`config.mk`:
```
export PLATFORM = sky130hd
export DESIGN_NAME = midi_button_grid_led_bridge_flat
export DESIGN_NICKNAME = d
export VERILOG_FILES = /design/src/hw/rtl/mbg_pkg.sv /design/src/hw/rtl/mbg_if.sv /design/src/hw/rtl/mbg_front.sv /design/src/hw/rtl/mbg_cmd_fifo.sv /design/src/hw/rtl/mbg_back.sv /design/src/hw/rtl/midi_button_grid_led_bridge.sv /design/src/flat_wrapper.sv
export SDC_FILE = /design/constraint.sdc
export NUM_CORES = 1
export LEC_CHECK = 0
export ABC_CLOCK_PERIOD_IN_PS = 9900
export BUFFER_PORTS_ARGS = -buffer_cell sky130_fd_sc_hd__buf_2
export CAP_MARGIN = 20
export CORE_MARGIN = 3
export CORE_UTILIZATION = 55
export CTS_CLUSTER_DIAMETER = 80
export DETAILED_ROUTE_END_ITERATION = 6
export HOLD_SLACK_MARGIN = 0.1
export PLACE_DENSITY = 0.73
export SLEW_MARGIN = 10
export SYNTH_ARGS = -nofsm -noshare
export SYNTH_HDL_FRONTEND = slang
export SYNTH_SLANG_ARGS = --single-unit
export TNS_END_PERCENT = 20
```
`constraint.sdc`:
```
create_clock -name clk_i -period 9.9 [get_ports clk_i]
set_input_delay 1.98 -clock clk_i [delete_from_list [all_inputs] [get_ports clk_i]]
set_output_delay 1.98 -clock clk_i [all_outputs]
set_load 0.02 [all_outputs]
```
`src/hw/rtl/mbg_pkg.sv`:
```
// Shared types and constants for the button-grid LED bridge.
// No dependencies; the front end, command queue, back end, top level and bench import this package.
`timescale 1ns / 1ps

package mbg_pkg;

  localparam logic [7:0] NOTE_STATUS = 8'h90;
  localparam logic [7:0] CTRL_STATUS = 8'hB0;
  localparam int unsigned NUM_BUTTONS = 80;

  // Command kinds produced by the front end.
  typedef enum logic [2:0] {
    CMD_NONE,
    CMD_GRID,
    CMD_RIGHT,
    CMD_TOP,
    CMD_COLOR
  } cmd_kind_e;

  // One classified item on its way from the front end to the back end.
  typedef struct packed {
    cmd_kind_e   kind;
    logic        set;     // pressed (1) or released (0)
    logic [5:0]  pos;     // bitmap position; low three bits for right and top
    logic [6:0]  idx;     // button index of a color command
    logic [5:0]  color;   // red | green << 4
    logic [7:0]  status;  // packet status byte of a color command
    logic [6:0]  key;     // packet key byte of a color command
  } cmd_t;

  // One result item.
  typedef struct packed {
    logic        send_valid;
    logic [7:0]  send_status;
    logic [6:0]  send_key;
    logic [5:0]  send_value;
    logic [63:0] grid_pressed;
    logic [7:0]  right_pressed;
    logic [7:0]  top_pressed;
  } res_t;

endpackage

```
`src/hw/rtl/mbg_if.sv`:
```
// Valid/ready channel interfaces for the input items and the result items.
// Depends on nothing; used by the top level of the bridge.
`timescale 1ns / 1ps

interface mbg_in_if;
  logic       valid;
  logic       ready;
  logic       action;
  logic [7:0] midi_status;
  logic [7:0] midi_key;
  logic [7:0] midi_value;
  logic [6:0] button_index;
  logic [1:0] red_level;
  logic [1:0] green_level;

  modport source (output valid, action, midi_status, midi_key, midi_value,
                  button_index, red_level, green_level, input ready);
  modport sink (input valid, action, midi_status, midi_key, midi_value,
                button_index, red_level, green_level, output ready);
endinterface

interface mbg_out_if;
  logic        valid;
  logic        ready;
  logic        send_valid;
  logic [7:0]  send_status;
  logic [6:0]  send_key;
  logic [5:0]  send_value;
  logic [63:0] grid_pressed;
  logic [7:0]  right_pressed;
  logic [7:0]  top_pressed;

  modport source (output valid, send_valid, send_status, send_key, send_value,
                  grid_pressed, right_pressed, top_pressed, input ready);
  modport sink (input valid, send_valid, send_status, send_key, send_value,
                grid_pressed, right_pressed, top_pressed, output ready);
endinterface

```
`src/hw/rtl/mbg_front.sv`:
```
// Front end: decodes a raw item into a command for the back end.
// Depends on mbg_pkg.
`timescale 1ns / 1ps

module mbg_front
  import mbg_pkg::*;
(
  input  logic       action_i,
  input  logic [7:0] midi_status_i,
  input  logic [7:0] midi_key_i,
  input  logic [7:0] midi_value_i,
  input  logic [6:0] button_index_i,
  input  logic [1:0] red_level_i,
  input  logic [1:0] green_level_i,
  output cmd_t       cmd_o
);

  always_comb begin
    cmd_o        = '0;
    cmd_o.kind   = CMD_NONE;
    cmd_o.set    = (midi_value_i != 8'd0);
    cmd_o.idx    = button_index_i;
    cmd_o.color  = {green_level_i, 2'b00, red_level_i};
    if (!action_i) begin
      if (midi_status_i == NOTE_STATUS && !midi_key_i[7] && !midi_key_i[3]) begin
        cmd_o.kind = CMD_GRID;
        cmd_o.pos  = {midi_key_i[6:4], midi_key_i[2:0]};
      end else if (midi_status_i == NOTE_STATUS && !midi_key_i[7]
                   && midi_key_i[3:0] == 4'h8) begin
        cmd_o.kind = CMD_RIGHT;
        cmd_o.pos  = {3'd0, midi_key_i[6:4]};
      end else if (midi_status_i == CTRL_STATUS && midi_key_i[7:3] == 5'b01101) begin
        cmd_o.kind = CMD_TOP;
        cmd_o.pos  = {3'd0, midi_key_i[2:0]};
      end
    end else begin
      // Grid buttons sit below 64, then eight right rows, then eight top columns.
      if (!button_index_i[6]) begin
        cmd_o.kind   = CMD_COLOR;
        cmd_o.status = NOTE_STATUS;
        cmd_o.key    = {button_index_i[5:3], 1'b0, button_index_i[2:0]};
      end else if (button_index_i[5:3] == 3'b000) begin
        cmd_o.kind   = CMD_COLOR;
        cmd_o.status = NOTE_STATUS;
        cmd_o.key    = {button_index_i[2:0], 4'b1000};
      end else if (button_index_i[5:3] == 3'b001) begin
        cmd_o.kind   = CMD_COLOR;
        cmd_o.status = CTRL_STATUS;
        cmd_o.key    = {4'b1101, button_index_i[2:0]};
      end
    end
  end

endmodule

```
`src/hw/rtl/mbg_cmd_fifo.sv`:
```
// Two-entry command queue between the front end and the back end.
// Depends on mbg_pkg for the command type.
`timescale 1ns / 1ps

module mbg_cmd_fifo
  import mbg_pkg::*;
(
  input  logic clk_i,
  input  logic rst_ni,
  input  logic wr_valid_i,
  output logic wr_ready_o,
  input  cmd_t wr_data_i,
  output logic rd_valid_o,
  input  logic rd_ready_i,
  output cmd_t rd_data_o
);

  cmd_t       entry_q [2];
  logic       wr_ptr_q, rd_ptr_q;
  logic [1:0] count_q;
  logic       push, pop;

  assign wr_ready_o = (count_q != 2'd2);
  assign rd_valid_o = (count_q != 2'd0);
  assign rd_data_o  = entry_q[rd_ptr_q];
  assign push       = wr_valid_i && wr_ready_o;
  assign pop        = rd_valid_o && rd_ready_i;

  always_ff @(posedge clk_i or negedge rst_ni) begin
    if (!rst_ni) begin
      wr_ptr_q <= 1'b0;
      rd_ptr_q <= 1'b0;
      count_q  <= 2'd0;
    end else begin
      if (push) wr_ptr_q <= ~wr_ptr_q;
      if (pop) rd_ptr_q <= ~rd_ptr_q;
      if (push && !pop) count_q <= count_q + 2'd1;
      else if (pop && !push) count_q <= count_q - 2'd1;
    end
  end

  always_ff @(posedge clk_i) begin
    if (push) entry_q[wr_ptr_q] <= wr_data_i;
  end

endmodule

```
`src/hw/rtl/mbg_back.sv`:
```
// Back end: color cache lookup, pressed bitmaps and the result register.
// Depends on mbg_pkg for the command and result types.
`timescale 1ns / 1ps

module mbg_back
  import mbg_pkg::*;
(
  input  logic clk_i,
  input  logic rst_ni,
  input  logic cmd_valid_i,
  output logic cmd_ready_o,
  input  cmd_t cmd_i,
  output logic res_valid_o,
  input  logic res_ready_i,
  output res_t res_o
);

  // Last color sent per button; entries never written read as zero.
  logic [5:0]             sent_mem [NUM_BUTTONS];
  logic [NUM_BUTTONS-1:0] sent_vld_q;
  logic [5:0]             rdata_q;
  logic                   fwd_hit_q;
  logic [5:0]             fwd_color_q;

  cmd_t        b_q;
  logic        b_valid_q;
  logic [63:0] grid_q, grid_d;
  logic [7:0]  right_q, right_d, top_q, top_d;
  res_t        res_q;
  logic        res_valid_q;

  logic        b_adv, pop, change;
  logic [5:0]  old_color;

  assign b_adv       = b_valid_q && (!res_valid_q || res_ready_i);
  assign cmd_ready_o = !b_valid_q || b_adv;
  assign pop         = cmd_valid_i && cmd_ready_o;

  always_comb begin
    if (fwd_hit_q) old_color = fwd_color_q;
    else if (sent_vld_q[b_q.idx]) old_color = rdata_q;
    else old_color = 6'd0;
    change = (b_q.kind == CMD_COLOR) && (old_color != b_q.color);

    grid_d  = grid_q;
    right_d = right_q;
    top_d   = top_q;
    case (b_q.kind)
      CMD_GRID:  grid_d[b_q.pos] = b_q.set;
      CMD_RIGHT: right_d[b_q.pos[2:0]] = b_q.set;
      CMD_TOP:   top_d[b_q.pos[2:0]] = b_q.set;
      default: ;
    endcase
  end

  always_ff @(posedge clk_i or negedge rst_ni) begin
    if (!rst_ni) begin
      b_valid_q   <= 1'b0;
      res_valid_q <= 1'b0;
      fwd_hit_q   <= 1'b0;
      sent_vld_q  <= '0;
      grid_q      <= '0;
      right_q     <= '0;
      top_q       <= '0;
    end else begin
      if (pop) begin
        b_valid_q <= 1'b1;
        fwd_hit_q <= b_adv && change && (cmd_i.idx == b_q.idx);
      end else if (b_adv) begin
        b_valid_q <= 1'b0;
      end
      if (b_adv) begin
        res_valid_q <= 1'b1;
        grid_q      <= grid_d;
        right_q     <= right_d;
        top_q       <= top_d;
        if (change) sent_vld_q[b_q.idx] <= 1'b1;
      end else if (res_ready_i) begin
        res_valid_q <= 1'b0;
      end
    end
  end

  always_ff @(posedge clk_i) begin
    if (pop) begin
      b_q         <= cmd_i;
      fwd_color_q <= b_q.color;
      if (cmd_i.kind == CMD_COLOR) rdata_q <= sent_mem[cmd_i.idx];
    end
  end

  always_ff @(posedge clk_i) begin
    if (b_adv && change) sent_mem[b_q.idx] <= b_q.color;
  end

  always_ff @(posedge clk_i) begin
    if (b_adv) begin
      res_q.send_valid    <= change;
      res_q.send_status   <= change ? b_q.status : 8'd0;
      res_q.send_key      <= change ? b_q.key : 7'd0;
      res_q.send_value    <= change ? b_q.color : 6'd0;
      res_q.grid_pressed  <= grid_d;
      res_q.right_pressed <= right_d;
      res_q.top_pressed   <= top_d;
    end
  end

  assign res_valid_o = res_valid_q;
  assign res_o       = res_q;

endmodule

```
`src/hw/rtl/midi_button_grid_led_bridge.sv`:
```
// Top level of the button-grid LED bridge.
// Depends on mbg_pkg, mbg_if, mbg_front, mbg_cmd_fifo and mbg_back.
`timescale 1ns / 1ps

// The bridge takes one item per transfer on in_i and returns exactly one
// result per item on res_o, in order. A MIDI item (action 0) updates the grid,
// right-column or top-row pressed bitmaps; a color item (action 1) produces a
// packet only when the color differs from the last one sent to that button.
// Every result carries the bitmaps as they stand after its own item. The block
// sustains one item per clock while results are taken: an accepted item is
// decoded and written into the queue, moves into the back-end stage register
// while the 80-entry color cache is read, and then lands in the result
// register. The queue holds two items, which lets the input keep moving while
// a result waits to be taken. The color cache clears at reset through
// per-entry valid flops, so the block is ready out of reset with no clearing
// pass.

module midi_button_grid_led_bridge
  import mbg_pkg::*;
(
  input  logic     clk_i,
  input  logic     rst_ni,
  mbg_in_if.sink   in_i,
  mbg_out_if.source res_o
);

  cmd_t front_cmd, head_cmd;
  logic head_valid, head_ready;
  res_t res;

  // Decode the raw item into a command.
  mbg_front u_front (
    .action_i       (in_i.action),
    .midi_status_i  (in_i.midi_status),
    .midi_key_i     (in_i.midi_key),
    .midi_value_i   (in_i.midi_value),
    .button_index_i (in_i.button_index),
    .red_level_i    (in_i.red_level),
    .green_level_i  (in_i.green_level),
    .cmd_o          (front_cmd)
  );

  // Short queue so the input side does not wait on a briefly stalled result.
  mbg_cmd_fifo u_fifo (
    .clk_i      (clk_i),
    .rst_ni     (rst_ni),
    .wr_valid_i (in_i.valid),
    .wr_ready_o (in_i.ready),
    .wr_data_i  (front_cmd),
    .rd_valid_o (head_valid),
    .rd_ready_i (head_ready),
    .rd_data_o  (head_cmd)
  );

  // Cache compare, bitmap update and the result register.
  mbg_back u_back (
    .clk_i       (clk_i),
    .rst_ni      (rst_ni),
    .cmd_valid_i (head_valid),
    .cmd_ready_o (head_ready),
    .cmd_i       (head_cmd),
    .res_valid_o (res_o.valid),
    .res_ready_i (res_o.ready),
    .res_o       (res)
  );

  assign res_o.send_valid    = res.send_valid;
  assign res_o.send_status   = res.send_status;
  assign res_o.send_key      = res.send_key;
  assign res_o.send_value    = res.send_value;
  assign res_o.grid_pressed  = res.grid_pressed;
  assign res_o.right_pressed = res.right_pressed;
  assign res_o.top_pressed   = res.top_pressed;

  // A packet always carries a note or a control status.
  a_pkt_status : assert property (@(posedge clk_i) disable iff (!rst_ni)
    res_o.valid && res_o.send_valid |->
      (res_o.send_status == NOTE_STATUS || res_o.send_status == CTRL_STATUS))
    else $error("packet with unexpected status byte");

  // Without a packet the packet fields are all zero.
  a_no_pkt_zero : assert property (@(posedge clk_i) disable iff (!rst_ni)
    res_o.valid && !res_o.send_valid |->
      (res_o.send_status == 8'd0 && res_o.send_key == 7'd0 && res_o.send_value == 6'd0))
    else $error("packet fields not cleared without a packet");

  // A control packet addresses a top button.
  a_top_key : assert property (@(posedge clk_i) disable iff (!rst_ni)
    res_o.valid && res_o.send_valid && res_o.send_status == CTRL_STATUS |->
      res_o.send_key[6:3] == 4'b1101)
    else $error("control packet with a key outside the top row");

endmodule

```
`src/flat_wrapper.sv`:
```
// flat-port wrapper written by rule: the top's interface ports become plain ports
module midi_button_grid_led_bridge_flat import mbg_pkg::*;
  (clk_i, rst_ni, in_i_valid, in_i_action, in_i_midi_status, in_i_midi_key, in_i_midi_value, in_i_button_index, in_i_red_level, in_i_green_level, in_i_ready, res_o_valid, res_o_send_valid, res_o_send_status, res_o_send_key, res_o_send_value, res_o_grid_pressed, res_o_right_pressed, res_o_top_pressed, res_o_ready);
  mbg_in_if in_i_i ();
  mbg_out_if res_o_i ();
  input  logic clk_i;
  input  logic rst_ni;
  input wire logic [$bits(in_i_i.valid)-1:0] in_i_valid;
  input wire logic [$bits(in_i_i.action)-1:0] in_i_action;
  input wire logic [$bits(in_i_i.midi_status)-1:0] in_i_midi_status;
  input wire logic [$bits(in_i_i.midi_key)-1:0] in_i_midi_key;
  input wire logic [$bits(in_i_i.midi_value)-1:0] in_i_midi_value;
  input wire logic [$bits(in_i_i.button_index)-1:0] in_i_button_index;
  input wire logic [$bits(in_i_i.red_level)-1:0] in_i_red_level;
  input wire logic [$bits(in_i_i.green_level)-1:0] in_i_green_level;
  output wire logic [$bits(in_i_i.ready)-1:0] in_i_ready;
  output wire logic [$bits(res_o_i.valid)-1:0] res_o_valid;
  output wire logic [$bits(res_o_i.send_valid)-1:0] res_o_send_valid;
  output wire logic [$bits(res_o_i.send_status)-1:0] res_o_send_status;
  output wire logic [$bits(res_o_i.send_key)-1:0] res_o_send_key;
  output wire logic [$bits(res_o_i.send_value)-1:0] res_o_send_value;
  output wire logic [$bits(res_o_i.grid_pressed)-1:0] res_o_grid_pressed;
  output wire logic [$bits(res_o_i.right_pressed)-1:0] res_o_right_pressed;
  output wire logic [$bits(res_o_i.top_pressed)-1:0] res_o_top_pressed;
  input wire logic [$bits(res_o_i.ready)-1:0] res_o_ready;
  assign in_i_i.valid = in_i_valid;
  assign in_i_i.action = in_i_action;
  assign in_i_i.midi_status = in_i_midi_status;
  assign in_i_i.midi_key = in_i_midi_key;
  assign in_i_i.midi_value = in_i_midi_value;
  assign in_i_i.button_index = in_i_button_index;
  assign in_i_i.red_level = in_i_red_level;
  assign in_i_i.green_level = in_i_green_level;
  assign in_i_ready = in_i_i.ready;
  assign res_o_valid = res_o_i.valid;
  assign res_o_send_valid = res_o_i.send_valid;
  assign res_o_send_status = res_o_i.send_status;
  assign res_o_send_key = res_o_i.send_key;
  assign res_o_send_value = res_o_i.send_value;
  assign res_o_grid_pressed = res_o_i.grid_pressed;
  assign res_o_right_pressed = res_o_i.right_pressed;
  assign res_o_top_pressed = res_o_i.top_pressed;
  assign res_o_i.ready = res_o_ready;
  midi_button_grid_led_bridge u_core (.clk_i(clk_i), .rst_ni(rst_ni), .in_i(in_i_i), .res_o(res_o_i));
endmodule
```
Word-level counts from Yosys, hierarchy flattened
Memories as Yosys holds them, arrays and structs flattened. A register that Yosys moved wholly into a read port is not among the register bits.
Cells that the tools add are included.

storage, ports and cells
  output and inout port bits = 104
  logic and storage cells = 123
  register bits = 313
  bits of input ports = 40
  memory bits (writable) = 552
  memories = 2

operators by class
  reductions and logical operators = 31
  equality and inequality tests = 13
  add/sub/neg operators = 2
  bitwise operators = 3
  magnitude comparators = 6
  mux-type cells = 41

memory list
  memory                  words  width  read ports  clocked after Yosys merged registers in  write ports  line                text
  u_core.u_back.sent_mem  80     6      1           1                                        1            mbg_back.sv:19      logic [5:0] sent_mem [NUM_BUTTONS];
  u_core.u_fifo.entry_q   2      36     1           0                                        1            mbg_cmd_fifo.sv:18  cmd_t entry_q [2];

operator list
  cell                                                               number
  bitwise OR 80 bit                                                  1
  bitwise mux 64 bit                                                 1
  2-to-1 mux 64 bit                                                  1
  2-to-1 mux 15 bit                                                  4
  2-to-1 mux 6 bit                                                   4
  2-to-1 mux 3 bit                                                   6
  bitwise mux 8 bit                                                  2
  equality test 8 bit, second input constant                         2
  2-to-1 mux 8 bit                                                   2
  logical AND 1 bit                                                  15
  2-to-1 mux 1 bit                                                   12
  2-to-1 mux 2 bit                                                   5
  < comparator 7 x 8 -> 1 bit, second input constant                 1
  nonzero test 2 bit                                                 4
  nonzero test 8 bit                                                 1
  binary-select mux 1 bit (select 7 bit)                             1
  demux 1 bit (select 7 bit)                                         1
  equality test 7 bit                                                1
  greater-or-equal comparator 7 x 1 -> 1 bit, second input constant  1
  < comparator 6 x 7 -> 1 bit, second input constant                 1
  demux 1 bit (select 6 bit)                                         1
  equality test 3 x 1 -> 1 bit, second input constant                2
  equality test 3 x 2 -> 1 bit, second input constant                2
  equality test 3 bit, second input constant                         2
  other kinds (15)                                                   23

Depth between registers and ports, before layout
  depth in word-level cells = 9
  depth in mapped cells = 13
  mapped depth without buffers = 8

Cells and area by module
Synthesis repeated with hierarchy kept, for this count alone.

unflattened totals
  cells, all modules = 1960
  area, all modules = 35570.4 um^2

by module, submodules not included
  module        area each (um^2)  times used  cells an instance
  mbg_back      32109.5           1           1752
  mbg_cmd_fifo  2982.9            1           136
  mbg_front     478.0             1           72

Least setup slack after synthesis
OpenSTA, ideal clock, no wires.

  path type = in2reg
  start = input res_o_ready
  end = register u_core.u_back.res_o[0] (netlist name)
  stages on the path = 5
  slack = 4.162 ns
  library setup time = 0.495 ns
  required time = 9.405 ns
  buffers on the path = 2
  data arrival time = 5.244 ns
  cells stage by stage = nand2b_1 -> nand2_1 -> inv_1 -> clkbuf_1 -> clkbuf_1

between the ends
  word-level cells in the longest chain between the ends = 2

RTL lines
  item                     line                text
  start: declaration       flat_wrapper.sv:25  input wire logic [$bits(res_o_i.ready)-1:0] res_o_ready;
  logical OR 1 bit         mbg_back.sv:35      assign b_adv = b_valid_q && (!res_valid_q || res_ready_i);
  logical AND 1 bit        mbg_back.sv:35
  net u_core.u_back.b_adv  mbg_back.sv:32      logic b_adv, pop, change;

The timed path passes the listed nets, and every way through them passes these cells.
A chain may end at the register's enable or synchronous reset.

Final worst setup path
  start = register u_core.u_back.b_q[21] (netlist name)
  end = memory u_core.u_back.sent_mem[71][5], enable pin

between the ends
  word-level cells in the longest chain between the ends = 9

RTL lines
  item                                    line            text
  start: declaration                      mbg_back.sv:25  cmd_t b_q;
  start signal: assignment                mbg_back.sv:86  b_q <= cmd_i;
  binary-select mux 1 bit (select 7 bit)  mbg_back.sv:41  else if (sent_vld_q[b_q.idx]) old_color = rdata_q;
  2-to-1 mux 1 bit (implied by the code)  mbg_back.sv:41
  2-to-1 mux 6 bit                        mbg_back.sv:41
  2-to-1 mux 6 bit                        mbg_back.sv:40  if (fwd_hit_q) old_color = fwd_color_q;
  inequality test 6 bit                   mbg_back.sv:43  change = (b_q.kind == CMD_COLOR) && (old_color != b_q.color);
  logical AND 1 bit                       mbg_back.sv:43
  logical AND 1 bit                       mbg_back.sv:93  if (b_adv && change) sent_mem[b_q.idx] <= b_q.color;
  2-to-1 mux 1 bit                        mbg_back.sv:93
  2-to-1 mux 1 bit (implied by the code)  mbg_back.sv:93
  end: declaration                        mbg_back.sv:19

Parallel ways exist; a longest one is shown, timed or not. The select of a mux whose other input is x is not followed.

==> flow_summary.yaml <==
timing:
  worst_pin_slew_ps: 1076
  slew_violations: 0
  fin_skew_ps: 21.77
  hold_viol: 0
  whs_ps: 464.8
  fin_tns_setup_ps: 0
  max_freq_mhz: 197.6
  setup_viol: 0
  rsz0062_at_grt: "false"
  slew_headroom: 0.2829
  period_share: 0.5111
  fin_crit_ps: 5060
  setup_slack_ps: 4840
route:
  via_per_inst: 6.113
  drc: 0
  drt-total-wl_um: 70070
  vias: 19730
  detail-route-antenna-nets: 0
  drt-pass1-iter-count: 5
  first_iter_violations: 2146
  wl_per_cell_um: 21.71
logic_synthesis:
  syn_area_mm2: 0.02957
  synth_top_area_frac: 0.5200
  synth_most_common_cell: "nand2_1"
  async_flop_share: 0.2459
  ys_top_cells_by_count: "nand2_1 (644), edfxtp_1 (512), dfrtp_1 (167), nand3_1 (125), clkbuf_1 (117)"
  synth_seq_area_share: 0.6613
  synth_top_cell_by_area: "edfxtp_1"
  ys_types: 68
  ys.warnings.count: 0
  synthFlopType: "edfxtp_1"
  netlist_instances: 2415
  synth_area_leaders: "edfxtp_1 (52%), dfrtp_1 (14%), nand2_1 (8.2%)"
  syn_avg_cell_area_um2: 12.24
  ys_seq_elements: 679
  synth_enable_flop_cells: 512
setup_path:
  r2r_start: "u_core.u_back.b_q[21]"
  rr_worst_depth: 10
  regToRegSetupSlack_ps: 4840
  setup.worst_path.start_class: "flop"
  crit_path_end: "u_core.u_back.sent_mem[71][5]"
  arrival_ps: 5330
  crit_fanout: 84
  end_kind: "flop"
  worstReg2RegEnd: "u_core.u_back.sent_mem[71][5]"
  critPathLaunch: "u_core.u_back.b_q[21]"
  critPathKind: "reg -> reg"
  cp.required_ps: 10170
die:
  core_mm2: 0.05287
  dieArea_mm2: 0.05658
  dieWidth_um: 237.9
  io_pins: 144
  die_y_um: 237.9
  start_util: 0.5593
  rows: 84
cts:
  cts.reportedPaths.clkPinSlew_ps: 60
  postCtsSetupBuffers: 0
  cts_max_path_buffers: 3
  clock-sinks: 679
  cts_resized: 0
  holdBufCountCts: 0
  clock_latency_ps: 610
  cts_root_buf: "clkbuf_16"
  htree_num_levels: 3
  cts_buffers: 69
  cts_tree: "done"
grt:
  grt_pass1_vias: 19630
  grt_pass1_wl_um: 109700
  grt_usage: 0.2474
  antenna_found_initial: 1
  grt_max_degree: 103
  grt_overflow: 0
power_and_ir_drop:
  pwr_density_cell_mw_per_mm2: 304.7
  p_total_mw: 10.06
  peakVddDrop_uv: 281.3
  leakage_nw: 12.54
finish:
  fin_nets: 2527
  area_delta_synth_final_pct: 11.63
  fin_area_mm2: 0.03301
  antenna_cells: 0
  drive_above_1_share: 0.1866
worst_hold_path:
  hold_path_class: "reg -> reg"
status:
  status: "finished, final reports clean"
placement:
  pre_cts_ws_ps: 4840
  gp_congestion: 0.9067
  placed_area_mm2: 0.03067
  port_buffers: 136
  post-dp-hpwl_um: 42610
job:
  cap_violations: 0
kinds of logic (layout without fill, tap and decap cells):
family	count (synthesis)	in the layout	share of synthesized area
muxes	183	183	0.07372
AOI/OAI and AO/OA	364	364	0.08768
adders and majority gates	1	1	0.0004231
buffers and inverters	207	326	0.03326
DFF	679	679	0.6613
xor gates and xnor gates	16	16	0.004739
other	1	7	0.0001268
and+or+nand+nor	964	964	0.1387
critical path, stage by stage, from the launching register on:
cell	delay (ps)
edfxtp_1	920
buf_4	420
mux4_2	550
mux2i_1	160
o22a_1	170
a311oi_1	130
nor2_1	250
mux2i_4	660
buf_16	250
buf_4	810
a21oi_1	360
placed cells by master, fill, tap and decap left out, types with 10 or more instances in the layout:
master | Yosys | layout
a41oi_1 | 80 | 80
o31ai_1 | 10 | 10
mux2_2 | 105 | 105
a21oi_2 | 46 | 46
inv_1 | 17 | 16
and3_1 | 24 | 24
clkbuf_16 | 0 | 73
o21ai_0 | 90 | 90
mux2i_1 | 60 | 56
a311oi_1 | 28 | 28
nand3_1 | 125 | 125
nand2b_1 | 12 | 12
edfxtp_1 | 512 | 512
a21boi_0 | 12 | 12
clkbuf_1 | 117 | 14
dfrtp_1 | 167 | 167
buf_2 | 20 | 135
nor2_1 | 80 | 79
a21oi_1 | 60 | 60
xnor2_1 | 10 | 10
mux4_2 | 17 | 17
and2_1 | 14 | 14
buf_4 | 21 | 44
nand2_1 | 644 | 643
where the power goes:
part	internal, mW	total, mW	switching, mW	leakage [nW]
Clock	1.58	2.66	1.08	1.14
Sequential	3.86	4.17	0.307	7.05
Combinational	0.928	3.23	2.30	4.34
final cells by class:
| cell class | count | area, um2 |
|---|---|---|
| Sequential cell | 679 | 19550 |
| Multi-Input combinational cell | 1535 | 9141 |
| Inverter | 20 | 82.58 |
| Timing Repair Buffer | 181 | 1045 |
| Tap cell | 688 | 860.8 |
| Clock inverter | 36 | 415.4 |
| Clock buffer | 89 | 1907 |
| Fill cell | 3929 | 19860 |
through the flow:
stage | util | cells
2_1_floorplan | - | 2421
3_3_place_gp | 0.5796 | 3100
3_5_place_dp | 0.5801 | 3101
5_1_grt | 0.6243 | 3228
4_1_cts | 0.6240 | 3226
6_report | 0.6243 | 3228
worst min-delay path by stage:
| stage | cells after the start | slack, ps | start | endpoint |
|---|---|---|---|---|
| floorplan | 2 | 440 | u_core.u_back.sent_vld_q[40] | u_core.u_back.sent_vld_q[40] |
| global placement | 2 | 450 | u_core.u_back.grid_q[4] | u_core.u_back.grid_q[4] |
| detailed placement | 2 | 460 | u_core.u_back.grid_q[18] | u_core.u_back.grid_q[18] |
| CTS | 2 | 470 | u_core.u_back.grid_q[36] | u_core.u_back.grid_q[36] |
| global route | 2 | 490 | u_core.u_back.grid_q[41] | u_core.u_back.grid_q[41] |
| finish | 2 | 460 | u_core.u_back.grid_q[0] | u_core.u_back.grid_q[0] |
flip-flops by register name, summed over array words and instances, names as in the netlist:
| name | flops |
|---|---|
| u_core.u_back.b_q | 30 |
| u_core.u_back.b_valid_q | 1 |
| u_core.u_back.fwd_color_q | 4 |
| u_core.u_back.fwd_hit_q | 1 |
| u_core.u_back.grid_q | 64 |
| u_core.u_back.rdata_q | 4 |
| u_core.u_back.res_o | 94 |
| u_core.u_back.res_valid_o | 1 |
| u_core.u_back.right_q | 8 |
| u_core.u_back.sent_mem | 320 |
| u_core.u_back.sent_vld_q | 80 |
| u_core.u_back.top_q | 8 |
| u_core.u_fifo.count_q | 2 |
| u_core.u_fifo.entry_q | 60 |
| u_core.u_fifo.rd_ptr_q | 1 |
| u_core.u_fifo.wr_ptr_q | 1 |
per-layer routing:
metal  vias to the layer above  wire (um)  global-route usage
li1                       8924          -                   -
met1                      9633      28390              0.3387
met2                       992      33280              0.3950
met3                       185       5768             0.04935
met4                         0       2628             0.09845
met5                         -          0                   0
Power figures use the tool's default switching activity.
